### src/hw/rtl/bsfr_pkg.sv
// ----------------------------------------------------------------------------
// bsfr_pkg
// Shared constants, types and the CRC byte step for the byte-stuffed
// frame receiver.
// ----------------------------------------------------------------------------
package bsfr_pkg;

	localparam int MAX_PAYLOAD_BYTES = 32;
	localparam int HEADER_LEN        = 6;
	localparam int MIN_FRAME_LEN     = 8;
	localparam int STORE_DEPTH       = MIN_FRAME_LEN + MAX_PAYLOAD_BYTES;
	localparam int ADDR_W            = $clog2(STORE_DEPTH);
	localparam int FILL_W            = $clog2(STORE_DEPTH + 1);
	localparam int HDR_IDX_W         = $clog2(HEADER_LEN);

	localparam logic [7:0] FLAG_BYTE = 8'h7E;
	localparam logic [7:0] ESC_BYTE  = 8'h7D;
	localparam logic [7:0] ESC_XOR   = 8'h20;

	localparam int CFG_IDX_W = 2;
	localparam logic [CFG_IDX_W-1:0] REG_CRC_POLY = 2'd0;
	localparam logic [CFG_IDX_W-1:0] REG_CRC_INIT = 2'd1;

	localparam logic [15:0] CRC_POLY_RESET = 16'h1021;
	localparam logic [15:0] CRC_INIT_RESET = 16'hFFFF;

	typedef enum logic [2:0] {
		ST_IDLE,
		ST_CRC_RD,
		ST_CRC_UPD,
		ST_CRC_CHK,
		ST_EMIT_RD,
		ST_EMIT_OUT
	} ctrl_state_t;

	// controller -> datapath
	typedef struct packed {
		logic take;        // line byte accepted this cycle
		logic start_crc;   // frame passed size checks, start CRC pass
		logic crc_step;    // fold RAM read data into CRC, advance counter
		logic start_emit;  // CRC matched, start result pass
		logic emit_step;   // result taken, advance to next payload byte
		logic sel_payload; // RAM read address points into payload
	} cmd_t;

	// datapath -> controller
	typedef struct packed {
		logic is_flag;
		logic frame_ok;
		logic crc_last;
		logic crc_match;
		logic emit_last;
	} sts_t;

	// MSB-first, unreflected CRC-16 over one byte
	function automatic logic [15:0] crc_byte(input logic [15:0] crc_in,
		input logic [7:0] data, input logic [15:0] poly);
		logic [15:0] c;
		c = crc_in ^ {data, 8'h00};
		for (int i = 0; i < 8; i++) begin
			if (c[15]) begin
				c = {c[14:0], 1'b0} ^ poly;
			end else begin
				c = {c[14:0], 1'b0};
			end
		end
		return c;
	endfunction

endpackage

### src/hw/rtl/byte_stuffed_frame_receiver.sv
// ----------------------------------------------------------------------------
// byte_stuffed_frame_receiver
// Byte-stuffed frame receiver with CRC-16 check and per-byte result items.
// ----------------------------------------------------------------------------
// Line byte intake: one item per cycle while no frame is being closed.
// At an accepted closing flag: a CRC pass over the header and payload bytes
// (one store RAM port, each byte read then folded), a compare, then a result
// pass with a RAM read and then a presentation per result item. Intake stalls
// until the last result is taken or the compare fails. Reset clears controller,
// fill count, pass counter and escape state and sets config registers to their
// reset values; the frame store holds no reset and needs no clearing pass.
// ----------------------------------------------------------------------------
module byte_stuffed_frame_receiver (
	input  logic                           clk,
	input  logic                           arst_n,
	// config
	input  logic                           cfg_we,
	input  logic [bsfr_pkg::CFG_IDX_W-1:0] cfg_index,
	input  logic [15:0]                    cfg_data,
	// line byte items
	input  logic                           in_valid,
	output logic                           in_ready,
	input  logic [7:0]                     line_byte,
	// result items
	output logic                           out_valid,
	input  logic                           out_ready,
	output logic [7:0]                     source_addr,
	output logic [7:0]                     dest_addr,
	output logic [7:0]                     frame_kind,
	output logic [7:0]                     data_kind,
	output logic [7:0]                     sequence_no,
	output logic [5:0]                     payload_length,
	output logic [15:0]                    received_crc,
	output logic [7:0]                     payload_byte,
	output logic [4:0]                     payload_index,
	output logic                           has_payload,
	output logic                           last_of_frame
);

	bsfr_pkg::cmd_t cmd;
	bsfr_pkg::sts_t sts;

	// sequencer: intake, CRC pass, result pass
	bsfr_ctrl u_ctrl (
		.clk      (clk),
		.arst_n   (arst_n),
		.in_valid (in_valid),
		.in_ready (in_ready),
		.out_valid(out_valid),
		.out_ready(out_ready),
		.sts      (sts),
		.cmd      (cmd)
	);

	// unstuffing, store, CRC and result fields
	bsfr_dp u_dp (
		.clk           (clk),
		.arst_n        (arst_n),
		.cmd           (cmd),
		.sts           (sts),
		.cfg_we        (cfg_we),
		.cfg_index     (cfg_index),
		.cfg_data      (cfg_data),
		.line_byte     (line_byte),
		.source_addr   (source_addr),
		.dest_addr     (dest_addr),
		.frame_kind    (frame_kind),
		.data_kind     (data_kind),
		.sequence_no   (sequence_no),
		.payload_length(payload_length),
		.received_crc  (received_crc),
		.payload_byte  (payload_byte),
		.payload_index (payload_index),
		.has_payload   (has_payload),
		.last_of_frame (last_of_frame)
	);

	// intake and result presentation never overlap
	a_no_overlap: assert property (@(posedge clk) disable iff (!arst_n)
		out_valid |-> !in_ready)
		else $error("result presented while intake open");

	// intake only closes after a flag byte was taken
	a_close_on_flag: assert property (@(posedge clk) disable iff (!arst_n)
		$fell(in_ready) |-> $past(in_valid && line_byte == bsfr_pkg::FLAG_BYTE))
		else $error("intake closed without a flag");

	// taking the last result of a frame reopens intake
	a_reopen: assert property (@(posedge clk) disable iff (!arst_n)
		out_valid && out_ready && last_of_frame |=> in_ready && !out_valid)
		else $error("intake not reopened after last result");

endmodule

### src/hw/rtl/bsfr_ram.sv
// ----------------------------------------------------------------------------
// bsfr_ram
// Generic single-write, single-read RAM with registered read data.
// ----------------------------------------------------------------------------
module bsfr_ram #(
	parameter int WIDTH = 8,
	parameter int DEPTH = 40,
	localparam int AW = $clog2(DEPTH)
) (
	input  logic             clk,
	input  logic             we,
	input  logic [AW-1:0]    waddr,
	input  logic [WIDTH-1:0] wdata,
	input  logic [AW-1:0]    raddr,
	output logic [WIDTH-1:0] rdata
);

	logic [WIDTH-1:0] mem_q [DEPTH];

	always_ff @(posedge clk) begin
		if (we) begin
			mem_q[waddr] <= wdata;
		end
		rdata <= mem_q[raddr];
	end

endmodule

### src/hw/rtl/bsfr_dp.sv
// ----------------------------------------------------------------------------
// bsfr_dp
// Datapath: unstuffing, frame store, header and trailer capture,
// CRC accumulation, config registers and result fields.
// ----------------------------------------------------------------------------
module bsfr_dp (
	input  logic                           clk,
	input  logic                           arst_n,
	input  bsfr_pkg::cmd_t                 cmd,
	output bsfr_pkg::sts_t                 sts,
	input  logic                           cfg_we,
	input  logic [bsfr_pkg::CFG_IDX_W-1:0] cfg_index,
	input  logic [15:0]                    cfg_data,
	input  logic [7:0]                     line_byte,
	output logic [7:0]                     source_addr,
	output logic [7:0]                     dest_addr,
	output logic [7:0]                     frame_kind,
	output logic [7:0]                     data_kind,
	output logic [7:0]                     sequence_no,
	output logic [5:0]                     payload_length,
	output logic [15:0]                    received_crc,
	output logic [7:0]                     payload_byte,
	output logic [4:0]                     payload_index,
	output logic                           has_payload,
	output logic                           last_of_frame
);

	logic [15:0] poly_q;
	logic [15:0] init_q;
	logic [15:0] crc_q;

	logic [bsfr_pkg::FILL_W-1:0] fill_q;
	logic [bsfr_pkg::FILL_W-1:0] cnt_q;
	logic                        esc_q;

	logic [7:0] hdr_q [bsfr_pkg::HEADER_LEN];
	logic [7:0] tail_prev_q;
	logic [7:0] tail_last_q;

	logic [7:0] len;
	logic       is_flag;
	logic       is_esc;
	logic       store_req;
	logic       store_en;
	logic [7:0] store_val;

	logic [bsfr_pkg::ADDR_W-1:0] raddr;
	logic [7:0]                  rdata;

	assign len     = hdr_q[5];
	assign is_flag = (line_byte == bsfr_pkg::FLAG_BYTE);
	assign is_esc  = (line_byte == bsfr_pkg::ESC_BYTE);

	always_comb begin
		store_req = 1'b0;
		store_val = line_byte;
		if (cmd.take && !is_flag) begin
			if (esc_q) begin
				store_req = 1'b1;
				store_val = line_byte ^ bsfr_pkg::ESC_XOR;
			end else if (!is_esc) begin
				store_req = 1'b1;
			end
		end
	end

	assign store_en = store_req &&
		(fill_q < bsfr_pkg::FILL_W'(bsfr_pkg::STORE_DEPTH));

	// config registers
	always_ff @(posedge clk or negedge arst_n) begin
		if (!arst_n) begin
			poly_q <= bsfr_pkg::CRC_POLY_RESET;
			init_q <= bsfr_pkg::CRC_INIT_RESET;
		end else if (cfg_we) begin
			if (cfg_index == bsfr_pkg::REG_CRC_POLY) begin
				poly_q <= cfg_data;
			end else if (cfg_index == bsfr_pkg::REG_CRC_INIT) begin
				init_q <= cfg_data;
			end
		end
	end

	// receive side control state
	always_ff @(posedge clk or negedge arst_n) begin
		if (!arst_n) begin
			fill_q <= '0;
			esc_q  <= 1'b0;
		end else if (cmd.take) begin
			if (is_flag) begin
				fill_q <= '0;
				esc_q  <= 1'b0;
			end else if (esc_q) begin
				esc_q <= 1'b0;
				fill_q <= store_en ? fill_q + 1'b1 : '0;
			end else if (is_esc) begin
				esc_q <= 1'b1;
			end else begin
				fill_q <= store_en ? fill_q + 1'b1 : '0;
			end
		end
	end

	// header and trailer capture
	always_ff @(posedge clk) begin
		if (store_en) begin
			if (fill_q < bsfr_pkg::FILL_W'(bsfr_pkg::HEADER_LEN)) begin
				hdr_q[fill_q[bsfr_pkg::HDR_IDX_W-1:0]] <= store_val;
			end
			tail_prev_q <= tail_last_q;
			tail_last_q <= store_val;
		end
	end

	// pass counter and CRC
	always_ff @(posedge clk or negedge arst_n) begin
		if (!arst_n) begin
			cnt_q <= '0;
		end else if (cmd.start_crc || cmd.start_emit) begin
			cnt_q <= '0;
		end else if (cmd.crc_step || cmd.emit_step) begin
			cnt_q <= cnt_q + 1'b1;
		end
	end

	always_ff @(posedge clk) begin
		if (cmd.start_crc) begin
			crc_q <= init_q;
		end else if (cmd.crc_step) begin
			crc_q <= bsfr_pkg::crc_byte(crc_q, rdata, poly_q);
		end
	end

	assign raddr = cmd.sel_payload ?
		bsfr_pkg::ADDR_W'(bsfr_pkg::HEADER_LEN) + cnt_q[bsfr_pkg::ADDR_W-1:0] :
		cnt_q[bsfr_pkg::ADDR_W-1:0];

	bsfr_ram #(
		.WIDTH(8),
		.DEPTH(bsfr_pkg::STORE_DEPTH)
	) u_store (
		.clk  (clk),
		.we   (store_en),
		.waddr(fill_q[bsfr_pkg::ADDR_W-1:0]),
		.wdata(store_val),
		.raddr(raddr),
		.rdata(rdata)
	);

	// status
	assign sts.is_flag   = is_flag;
	assign sts.frame_ok  = (fill_q >= bsfr_pkg::FILL_W'(bsfr_pkg::MIN_FRAME_LEN)) &&
		(len <= 8'(bsfr_pkg::MAX_PAYLOAD_BYTES)) &&
		(9'(fill_q) == 9'(len) + 9'(bsfr_pkg::MIN_FRAME_LEN));
	assign sts.crc_last  = (9'(cnt_q) + 9'd1) == (9'(len) + 9'(bsfr_pkg::HEADER_LEN));
	assign sts.crc_match = (crc_q == {tail_prev_q, tail_last_q});
	assign sts.emit_last = (9'(cnt_q) + 9'd1) >= 9'(len);

	// result fields
	assign source_addr    = hdr_q[0];
	assign dest_addr      = hdr_q[1];
	assign frame_kind     = hdr_q[2];
	assign data_kind      = hdr_q[3];
	assign sequence_no    = hdr_q[4];
	assign payload_length = len[5:0];
	assign received_crc   = {tail_prev_q, tail_last_q};
	assign has_payload    = (len != 8'd0);
	assign payload_byte   = has_payload ? rdata : 8'd0;
	assign payload_index  = has_payload ? 5'(cnt_q) : 5'd0;
	assign last_of_frame  = sts.emit_last;

endmodule

### src/hw/rtl/bsfr_ctrl.sv
// ----------------------------------------------------------------------------
// bsfr_ctrl
// Controller: sequences byte intake, the CRC pass over the store and
// the result pass.
// ----------------------------------------------------------------------------
module bsfr_ctrl (
	input  logic           clk,
	input  logic           arst_n,
	input  logic           in_valid,
	output logic           in_ready,
	output logic           out_valid,
	input  logic           out_ready,
	input  bsfr_pkg::sts_t sts,
	output bsfr_pkg::cmd_t cmd
);

	bsfr_pkg::ctrl_state_t state_q;
	bsfr_pkg::ctrl_state_t state_d;

	always_ff @(posedge clk or negedge arst_n) begin
		if (!arst_n) begin
			state_q <= bsfr_pkg::ST_IDLE;
		end else begin
			state_q <= state_d;
		end
	end

	always_comb begin
		state_d = state_q;
		unique case (state_q)
			bsfr_pkg::ST_IDLE: begin
				if (in_valid && sts.is_flag && sts.frame_ok) begin
					state_d = bsfr_pkg::ST_CRC_RD;
				end
			end
			bsfr_pkg::ST_CRC_RD: begin
				state_d = bsfr_pkg::ST_CRC_UPD;
			end
			bsfr_pkg::ST_CRC_UPD: begin
				state_d = sts.crc_last ? bsfr_pkg::ST_CRC_CHK : bsfr_pkg::ST_CRC_RD;
			end
			bsfr_pkg::ST_CRC_CHK: begin
				state_d = sts.crc_match ? bsfr_pkg::ST_EMIT_RD : bsfr_pkg::ST_IDLE;
			end
			bsfr_pkg::ST_EMIT_RD: begin
				state_d = bsfr_pkg::ST_EMIT_OUT;
			end
			bsfr_pkg::ST_EMIT_OUT: begin
				if (out_ready) begin
					state_d = sts.emit_last ? bsfr_pkg::ST_IDLE : bsfr_pkg::ST_EMIT_RD;
				end
			end
			default: begin
				state_d = bsfr_pkg::ST_IDLE;
			end
		endcase
	end

	always_comb begin
		in_ready        = 1'b0;
		out_valid       = 1'b0;
		cmd             = '0;
		unique case (state_q)
			bsfr_pkg::ST_IDLE: begin
				in_ready      = 1'b1;
				cmd.take      = in_valid;
				cmd.start_crc = in_valid && sts.is_flag && sts.frame_ok;
			end
			bsfr_pkg::ST_CRC_RD: begin
			end
			bsfr_pkg::ST_CRC_UPD: begin
				cmd.crc_step = 1'b1;
			end
			bsfr_pkg::ST_CRC_CHK: begin
				cmd.start_emit = sts.crc_match;
			end
			bsfr_pkg::ST_EMIT_RD: begin
				cmd.sel_payload = 1'b1;
			end
			bsfr_pkg::ST_EMIT_OUT: begin
				cmd.sel_payload = 1'b1;
				out_valid       = 1'b1;
				cmd.emit_step   = out_ready && !sts.emit_last;
			end
			default: begin
			end
		endcase
	end

endmodule
### config.mk
export PLATFORM = sky130hd
export DESIGN_NAME = byte_stuffed_frame_receiver
export DESIGN_NICKNAME = d
export VERILOG_FILES = /design/src/hw/rtl/bsfr_pkg.sv /design/src/hw/rtl/byte_stuffed_frame_receiver.sv /design/src/hw/rtl/bsfr_ram.sv /design/src/hw/rtl/bsfr_dp.sv /design/src/hw/rtl/bsfr_ctrl.sv
export SDC_FILE = /design/constraint.sdc
export NUM_CORES = 1
export LEC_CHECK = 0
export BUFFER_PORTS_ARGS = -buffer_cell sky130_fd_sc_hd__buf_2
export CAP_MARGIN = 10
export CORE_ASPECT_RATIO = 1.25
export CORE_MARGIN = 2
export CORE_UTILIZATION = 55
export DETAILED_ROUTE_END_ITERATION = 6
export GPL_TIMING_DRIVEN = 0
export PLACE_DENSITY = 0.78
export SLEW_MARGIN = 20
export SYNTH_ARGS = -nofsm -noshare
export SYNTH_HDL_FRONTEND = slang
export SYNTH_SLANG_ARGS = --single-unit
### constraint.sdc
create_clock -name clk -period 6.2 [get_ports clk]
set_input_delay 0.62 -clock clk [delete_from_list [all_inputs] [get_ports clk]]
set_output_delay 0.62 -clock clk [all_outputs]
set_load 0.01 [all_outputs]
# Word level (Yosys, flattened, before mapping)
# Memory sizes are Yosys's and may differ from the RTL's. A register that Yosys moved wholly into a read port is not among the register bits.
# Cells that the tools add are included.
dict set report classes {
  n_addsub 6
  order_cmp 5
  n_eq_ne 14
  muxes 59
  n_bitwise 11
  reduce_logical 21
}
# cell count
set ops {}
lappend ops {{$mux W16} 24}
lappend ops {{$xor A16 B16 Y16} 9}
lappend ops {{$mux W6} 9}
lappend ops {{$pmux W3 S6} 1}
lappend ops {{$mux W1} 17}
lappend ops {{$eq A16 B16 Y1} 1}
lappend ops {{$eq A8 B7 Y1 const B} 2}
lappend ops {{$add A6 B1 Y6 const B} 2}
lappend ops {{$mux W3} 4}
lappend ops {{$add A8 B3 Y9 const B} 1}
lappend ops {{$add A8 B4 Y9 const B} 1}
lappend ops {{$eq A6 B9 Y1} 1}
lappend ops {{$eq A9 B9 Y1} 1}
lappend ops {{$ge A9 B8 Y1} 1}
lappend ops {{$le A8 B6 Y1 const B} 1}
lappend ops {{$mux W8} 1}
lappend ops {{$reduce_bool A8 Y1} 1}
lappend ops {{$add A6 B1 Y7 const B} 1}
lappend ops {{$logic_and A1 B1 Y1} 7}
lappend ops {{$add A3 B6 Y6 const A} 1}
lappend ops {{$eq A3 B2 Y1 const B} 2}
lappend ops {{$eq A3 B3 Y1 const B} 2}
lappend ops {{$ge A6 B4 Y1 const B} 1}
lappend ops {{$lt A6 B3 Y1 const B} 1}
lappend ops {{other kinds (17)} 24}
dict set report totals {
  reg_bits 80
  ram_bits 368
  input_bits 31
  out_inout_bits 79
  elab_cells 127
  memories 2
}
# memory depth word_bits read_ports rd_ports_with_merged_regs write_ports line_no
set mem_list {}
lappend mem_list {u_dp.u_store.mem_q 40 8 1 1 1 bsfr_ram.sv:18} ;# logic [WIDTH-1:0] mem_q [DEPTH];
lappend mem_list {u_dp.hdr_q 6 8 6 0 1 bsfr_dp.sv:36} ;# logic [7:0] hdr_q [bsfr_pkg::HEADER_LEN];

# Longest topological paths before layout
# Gate-level depths: netlist of run 1.
# An unclocked memory read counts as a cell.
dict set report depth {
  ltp_word 35
  ltp_mapped 16
  ltp_nobuf 13
}

# Modules after synthesis
# From an unflattened synthesis of run 1, not the netlist that was laid out.
dict set report unflattened {
  hier_cells 1464
  area_unflattened_um2 21016.4
}
# mod n_inst cells_per_inst area_each_um2 seq_area_each_um2
set by_module_without_submodules {}
lappend by_module_without_submodules {bsfr_ram 1 696 12993.7 9769.4}
lappend by_module_without_submodules {bsfr_dp 1 744 7782.5 3552.2}
lappend by_module_without_submodules {bsfr_ctrl 1 24 240.2 75.1}

# Least setup slack after synthesis of run 1
# OpenSTA, ideal clock, no wires.
dict set report synth_path {
  kind {reg2reg}
  start {reg u_dp.crc_q[15]}
  end {reg u_dp.crc_q[12] (data pin)}
  setup_ps 260
  t_arrival_ps 3609
  t_required_ps 5940
  slack_ps 2331
  path_stages_with_launch 14
  cell_sequence {edfxtp_1 xnor2_2 nor2_1 nor4_1 a2111oi_4 a211oi_2 mux2i_1 xnor2_2 a311o_1 a31o_2 buf_6 nand3_1 xnor3_1 mux2_2}
}
dict set report synth_via {
  elab_chain_cells 32
}
# item line_no
set synth_lines {}
lappend synth_lines {{start, declared} bsfr_dp.sv:30} ;# logic [15:0] crc_q;
lappend synth_lines {{start signal, assigned} bsfr_dp.sv:128} ;# crc_q <= init_q;
lappend synth_lines {{start signal, assigned} bsfr_dp.sv:130} ;# crc_q <= bsfr_pkg::crc_byte(crc_q, rdata, poly_q);
lappend synth_lines {{$xor A16 B16 Y16 (*)} bsfr_pkg.sv:59} ;# c = crc_in ^ {data, 8'h00};
lappend synth_lines {{$mux W16 (*)} bsfr_pkg.sv:61} ;# if (c[15]) begin
lappend synth_lines {{$mux W16 (*)} bsfr_dp.sv:129} ;# end else if (cmd.crc_step) begin
lappend synth_lines {{$mux W16 (*)} bsfr_dp.sv:127} ;# if (cmd.start_crc) begin
lappend synth_lines {{$xor A16 B16 Y16} bsfr_pkg.sv:62} ;# c = {c[14:0], 1'b0} ^ poly;
lappend synth_lines {{$mux W16 (*)} bsfr_pkg.sv:61}
lappend synth_lines {{$mux W16 (*)} bsfr_dp.sv:129}
lappend synth_lines {{$mux W16 (*)} bsfr_dp.sv:127}
lappend synth_lines {{(+16 left out)} n/a}
lappend synth_lines {{$xor A16 B16 Y16} bsfr_pkg.sv:62}
lappend synth_lines {{$mux W16 (*)} bsfr_pkg.sv:61}
lappend synth_lines {{$mux W16 (*)} bsfr_dp.sv:129}
lappend synth_lines {{$mux W16 (*)} bsfr_dp.sv:127}
lappend synth_lines {{$xor A16 B16 Y16} bsfr_pkg.sv:62}
lappend synth_lines {{$mux W16 (*)} bsfr_pkg.sv:61}
lappend synth_lines {{$mux W16 (*)} bsfr_dp.sv:129}
lappend synth_lines {{$mux W16 (*)} bsfr_dp.sv:127}
# Every way passes the cells marked *; elsewhere a longest branch is shown, timed or not. The select of a mux whose other input is x is not followed.
# A chain may end at the register's enable or synchronous reset.

# Worst setup path after layout of run 1
dict set report layout_path {
  start {reg u_dp.cnt_q[0] (netlist name)}
  end {out last_of_frame}
}
dict set report layout_via {
  elab_chain_cells 2
}
# item line_no
set layout_lines {}
lappend layout_lines {{start, declared} bsfr_dp.sv:33} ;# logic [bsfr_pkg::FILL_W-1:0] cnt_q;
lappend layout_lines {{start signal, assigned} bsfr_dp.sv:122} ;# cnt_q <= cnt_q + 1'b1;
lappend layout_lines {{$add A6 B1 Y7} bsfr_dp.sv:157} ;# assign sts.emit_last = (9'(cnt_q) + 9'd1) >= 9'(len);
lappend layout_lines {{$ge A9 B8 Y1} bsfr_dp.sv:157}
lappend layout_lines {{end, declared} byte_stuffed_frame_receiver.sv:37} ;# output logic last_of_frame
# Every way passes these cells.

==> metrics.txt, run 1 <==
status finished, final reports clean; crit path cell chain clkbuf_1 -> buf_1 -> buf_1 -> nand2_1 -> xnor2_1 -> ha_1 -> a21o_1 -> a21o_1 -> a21o_1 -> a21oi_1 -> nor2_1 -> buf_2; Fmax 199 MHz; Critical Path RT 5.58 ns; grt met1 use 30.7%; GR Layer Usage met2 45.0%; Layout Skew 0.0222 ns; Top delay family on crit path buffers and inverters; # rows 79; Fin. Hold Viols 0; Syn Inst Count 1356; post-CTS sizing 0; mapped cell area 0.0206 mm^2; fin crit share 81.0%; commonest non-fill, non-tap cell in the layout edfxtp_1; Post-synth EDFFs 400; H-tree depth 2; Placer Congestion 0.928; vias in the first global route 12485; routed vias 12155; total wire length 48100 um; # diodes 0; Net count, final 1555; Crit path buffers/inverters 4; gr busiest metal met2; CTS Buf Count 43; most frequent cells in the layout edfxtp_1, nand2_1, buf_2, xnor2_1, mux4_2; cell type with the largest total area after synthesis edfxtp_1; library cells used by synthesis 67; global-route wire length before repair 73200 um; Critical Path AT 4.40 ns; largest net degree at the start of global routing 50; max incr delay on CP 0.84 ns; dominant cells by area after synthesis edfxtp_1, mux4_2, xnor2_1, dfrtp_1, nand2_1; layout cell share with drive strength beyond 1 23.4%; CTS Root Cell clkbuf_16; WL/cell 23.7 um; Synth top area share 58.2%; Max Cap Viol 0; Startpoint Class register; GRT overflow 0; Die ar. 0.0391 mm^2; Final ANT Viol Nets 0; die height 221 um; Max FO, Critical Path 10; Detail Placement HPWL 32800 um; cell depth of the worst setup path 12; Yosys reg bits 456; FF-to-FF path depth 12; Worst Tran Pin Value 1.05 ns; Syn Area/Cell 15.2 um^2; clk_lat worst skew 0.56 ns; Setup Crit Path Kind register to output port; DR iter-0 viols 1238; Reg clk slew, reported paths 0.07 ns; Reg area 0.0134 mm^2; GR Util met3 4.23%; synth warn 0; I/O Buffers 109; Synth async-reset ratio 10.5%; clk buf depth 3; post-synth net total 1400; P&R area growth vs syn 12.8%; max_slew headroom 30.0%; Final Util 62.7%; r2r endpoint u_dp.crc_q[10]; sequential element share of the synthesized area 64.9%; slowest CP cell buf_1; Setup-failing EPs final 0; antenna violations before repair 0; hold crit path type input port to async pin; starting density of the core 55.6%; DRT Pass-1 Iters 7; Crit. Startpoint u_dp.cnt_q[0]; I/O pins 110; TNS Setup 0 ns; gr usage total 25.2%; RSZ-0062 raised after global routing no; fin. max-slew vios 0; vias per cell 5.99; clock tree sinks 456; multi-input logic area 0.00686 mm^2; drc violations 0; Setup Fix Bufs, Post-CTS 0; core area 0.0372 mm^2; dominant synthesized flop cell edfxtp_1; CP endpoint kind output port; Reg2Reg Setup Slack 1.40 ns; hold-fix buffers at CTS 0; die width 177 um; CP endpoint last_of_frame; Crit path top cell by count a21o_1; RR Startpoint u_dp.crc_q[14]; Min Clock Period, post-route 5.02 ns; fill cell count 2665; CTS tree yes
-- cell type report --
cell class	count	share of cell area [%]
buffer	89	1.63
multi-input combinational	794	29.5
clock buffer	48	4.88
timing repair buffer	110	2.47
sequential	456	57.5
inverter	17	0.274
tap	486	2.61
clock inverter	30	1.19
-- synthesized netlist by cell type, types with 8 or more instances --
master	n
xnor3_1	15
dfxtp_1	8
dfrtp_1	29
edfxtp_1	400
ha_1	13
nand3_1	33
nor2_1	72
a21oi_1	27
nor2b_1	21
nand2_1	148
mux2_2	41
o21ai_0	17
xnor2_1	93
buf_1	15
buf_4	8
a211oi_1	30
a31oi_1	9
clkbuf_1	59
nand4_1	9
and2_1	13
nor3_1	16
mux4_2	80
inv_1	16
xor2_1	40
mux2i_1	27
dfstp_2	19
-- worst reg2reg max path: cells and delay by family (launching register included) --
family                 cells  cell delay (ns)
flip-flops                 1             0.51
AND/OR/NAND/NOR            2             0.36
AO/OA/AOI/OAI              2             0.68
XOR/XNOR                   5             1.91
buffers and inverters      1             0.35
multiplexers               2             0.73
-- metrics by stage --
stage          setup slack (ns)  hold WS (ns)  std cells  area (um^2)
4_1_cts                    1.08         0.283       2030        23300
5_1_grt                   0.815         0.116       2030        23300
2_1_floorplan              2.33         0.324       1356        20600
3_3_place_gp              0.303         0.553       1951        21800
3_5_place_dp               1.34         0.547       1952        21900
6_report                   1.18        0.0700       2030        23300
-- worst min path at each step --
stage                        start                  end
4_1_cts                     arst_n      u_dp.poly_q[13]
6_report                    arst_n      u_dp.poly_q[13]
2_1_floorplan               arst_n    u_ctrl.state_q[0]
3_3_place_gp   u_dp.tail_last_q[7]  u_dp.tail_prev_q[7]
3_5_place_dp   u_dp.tail_last_q[3]  u_dp.tail_prev_q[3]
5_1_grt                     arst_n      u_dp.poly_q[13]
-- cell families after synthesis --
logic type	synth area share, %
flops	64.9
simple gates	8.05
xor+xnor	7.73
mux	12.3
compound gates	4.14
buf+inv	2.15
fa+ha+maj	0.788
-- flip-flops by register name, summed over array words and instances (netlist names) --
signal	count
u_dp.init_q	16
u_dp.poly_q	16
u_dp.u_store.mem_q	320
u_dp.crc_q	16
u_dp.fill_q	6
u_dp.cnt_q	6
u_dp.tail_prev_q	8
u_dp.tail_last_q	8
u_ctrl.state_q	3
u_dp.esc_q	1
u_dp.u_store.rdata	8
u_dp.hdr_q	48
-- layer usage --
layer | routed length (um) | vias to the layer above
li1 | - | 5398
met1 | 18000 | 6104
met2 | 25000 | 543
met3 | 3260 | 110
met4 | 1730 | 0
met5 | 0 | -
Power of run 1 is left out: the tool's default activity adds up to more than one toggle a clock period on the data nets, which glitch-free logic cannot reach.
==> inputs of run 2 (changes only) <==
--- a/config.mk
+++ b/config.mk
@@ -12,7 +12,7 @@
 export CORE_UTILIZATION = 55
 export DETAILED_ROUTE_END_ITERATION = 6
 export GPL_TIMING_DRIVEN = 0
-export PLACE_DENSITY = 0.78
+export PLACE_DENSITY = 0.81
 export SLEW_MARGIN = 20
 export SYNTH_ARGS = -nofsm -noshare
 export SYNTH_HDL_FRONTEND = slang
==> constraint.sdc (replaced) <==
create_clock -name clk -period 4.25 [get_ports clk]
set_input_delay 0.425 -clock clk [delete_from_list [all_inputs] [get_ports clk]]
set_output_delay 0.425 -clock clk [all_outputs]
set_load 0.01 [all_outputs]
==> run 2 against run 1 <==
Setup slack got worse by 1.2 ns. Hold slack improved by 0.035 ns. Final cell count increased by 0.44%. Sequential share of layout area decreased by 0.91 points. Design area increased by 1.6%. Critical path depth increased by 1.
==> metrics.txt, run 2 (synthesis results as in run 1) <==
status finished, final reports clean; antenna violations before repair 0 (unchanged); Finished Layout Cells 2039 (+0.44%); Startpoint Class register; gr usage total 25.8% (+0.63 points); max_slew headroom 30.7% (+0.61 points); fin. max-slew vios 0 (unchanged); Placement Setup Slack -0.526 ns (-1.87 ns); Top delay family on crit path compound AO/OA/AOI/OAI gates; Most flops, register u_dp.u_store.mem_q; CP endpoint kind register; vias in the first global route 12505 (+0.16%); # diodes 0 (unchanged); GRT overflow 0 (unchanged); Die ar. 0.0391 mm^2 (unchanged); most frequent cells in the layout edfxtp_1, nand2_1, buf_2, xnor2_1, mux4_2; GR Util met3 4.11% (-0.12 points); Reg2Reg Setup Slack 0.002 ns (-1.40 ns); Max FO, Critical Path 10 (unchanged); Critical Path RT 4.55 ns (-1.03 ns); hold crit path type input port to register; Worst Tran Pin Value 1.04 ns (-0.00914 ns); P&R area growth vs syn 14.7%; Reg clk slew, reported paths 0.06 ns (about the same); core area 0.0372 mm^2 (unchanged); GR Layer Usage met2 47.2% (+2.2 points); CTS tree yes; Final Util 63.7% (+1.0 points); # rows 79 (unchanged); fin crit share 100%; largest net degree at the start of global routing 50 (unchanged); placed cells 1952 (unchanged); grt met1 use 31.4% (+0.69 points); Setup-failing EPs final 0 (unchanged); WL/cell 24.7 um (+4.3%); Placed Area 0.0219 mm^2 (unchanged); slowest CP cell edfxtp_1; Setup Crit Path Kind register to register; total wire length 50300 um (+4.8%); RSZ-0062 raised after global routing yes; die width 177 um (unchanged); H-tree depth 2 (unchanged); I/O pins 110 (unchanged); fin area 0.0237 mm^2 (+1.6%); layout cell share with drive strength beyond 1 25.3% (+1.9 points); CTS Buf Count 44 (+2.3%); Final ANT Viol Nets 0 (unchanged); commonest non-fill, non-tap cell in the layout edfxtp_1; drc violations 0 (unchanged); Fmax 235 MHz; Net count, final 1566 (+0.71%); CTS Root Cell clkbuf_16; vias per cell 6.14 (+2.5%); Min Clock Period, post-route 4.25 ns; Detail Placement HPWL 33200 um (+1.0%); max incr delay on CP 0.51 ns (-0.33 ns); DR iter-0 viols 1389 (+12%); gr busiest metal met2; crit path cell chain xnor2_4 -> or3_1 -> a2111oi_0 -> o211ai_1 -> o211ai_1 -> xnor2_1 -> nand3_2 -> a311o_1 -> nand4_1 -> buf_6 -> nand3_2 -> xnor3_1 -> mux2_4; max FFs per register 320 (unchanged); Crit path buffers/inverters 1 (-3); Layout Skew 0.0257 ns (+0.00352 ns); Max Cap Viol 0 (unchanged); clock tree sinks 456 (unchanged); I/O Buffers 109 (unchanged); die height 221 um (unchanged); clk_lat worst skew 0.56 ns (about the same); starting density of the core 55.6% (unchanged); Critical Path AT 4.55 ns (+0.15 ns); DRT Pass-1 Iters 6 (-1); routed vias 12518 (+3.0%); Fin. Hold Viols 0 (unchanged); clk buf depth 3 (unchanged); global-route wire length before repair 74700 um (+2.0%); setup ws final 0.00205 ns (-1.18 ns); Placer Congestion 0.939 (+1.2%)
run 2: cell types whose count changed in the layout (fill, tap and decap cells not counted), moves of 3 or more:
cell      change
buf_2         -4
mux2i_1       -3
xnor2_4       +7
clkbuf_2      +5
buf_4         +9
clkinv_1      -3
xor2_1        -3
clkinv_2      -5
xor2_2        +3
clkbuf_4      +3
xnor2_1       -7
run 2: layout make-up:
type / count / area, um^2
Clock inverter: 22 / 264
Timing Repair Buffer: 122 / 681
Clock buffer: 55 / 1150
Tap cell: 486 / 608
Inverter: 17 / 65.1
Fill cell: 2567 / 13500
Multi-Input combinational cell: 794 / 7100
Sequential cell: 456 / 13400
Buffer: 87 / 402
run 2: path summary, 6_finish.rpt:
check / startpoint / end / cells past startpoint
hold / removal: cfg_data[15] / u_dp.poly_q[15] / 3
setup / recovery: u_dp.crc_q[15] / u_dp.crc_q[11] / 13
max in group asynchronous: arst_n / u_dp.fill_q[2] / 2
setup reg to reg: u_dp.crc_q[15] / u_dp.crc_q[11] / 13
hold reg to reg: u_dp.tail_last_q[2] / u_dp.tail_prev_q[2] / 0
min in group asynchronous: arst_n / u_dp.poly_q[11] / 2
run 2: layer usage:
layer,share of wire [%],up-vias
met5,0,-
met4,3.5,0
met3,7.6,130
met2,52,721
met1,37,6250
li1,-,5417
run 2: tightest hold or removal path, delay by kind of cell:
kind	cells	cell delay, ns
buffers and inverters	1	0.09
AO/OA/AOI/OAI	1	0.06
AND/OR/NAND/NOR	1	0.04
run 2: repair_timing:
| item | 4_1_cts | 5_1_grt |
|---|---|---|
| gates resized for setup | 23 | 39 |
| pin swaps | 5 | 21 |
| hold buffers | 0 | 1 |
| setup buffers | 4 | 7 |
| setup endpoints to repair | 32 | 65 |
| endpoints found under the hold margin | 0 | 29 |
run 2: metrics by stage:
step | hold WS (ns) | setup TNS, ns
2_1_floorplan | 0.129 | 0
3_3_place_gp | 0.558 | -81.65
6_report | 0.105 | 0
4_1_cts | 0.0943 | 0
5_1_grt | 0.104 | -5.14
3_5_place_dp | 0.544 | -6.79
Power of run 2 is left out for the same reason.
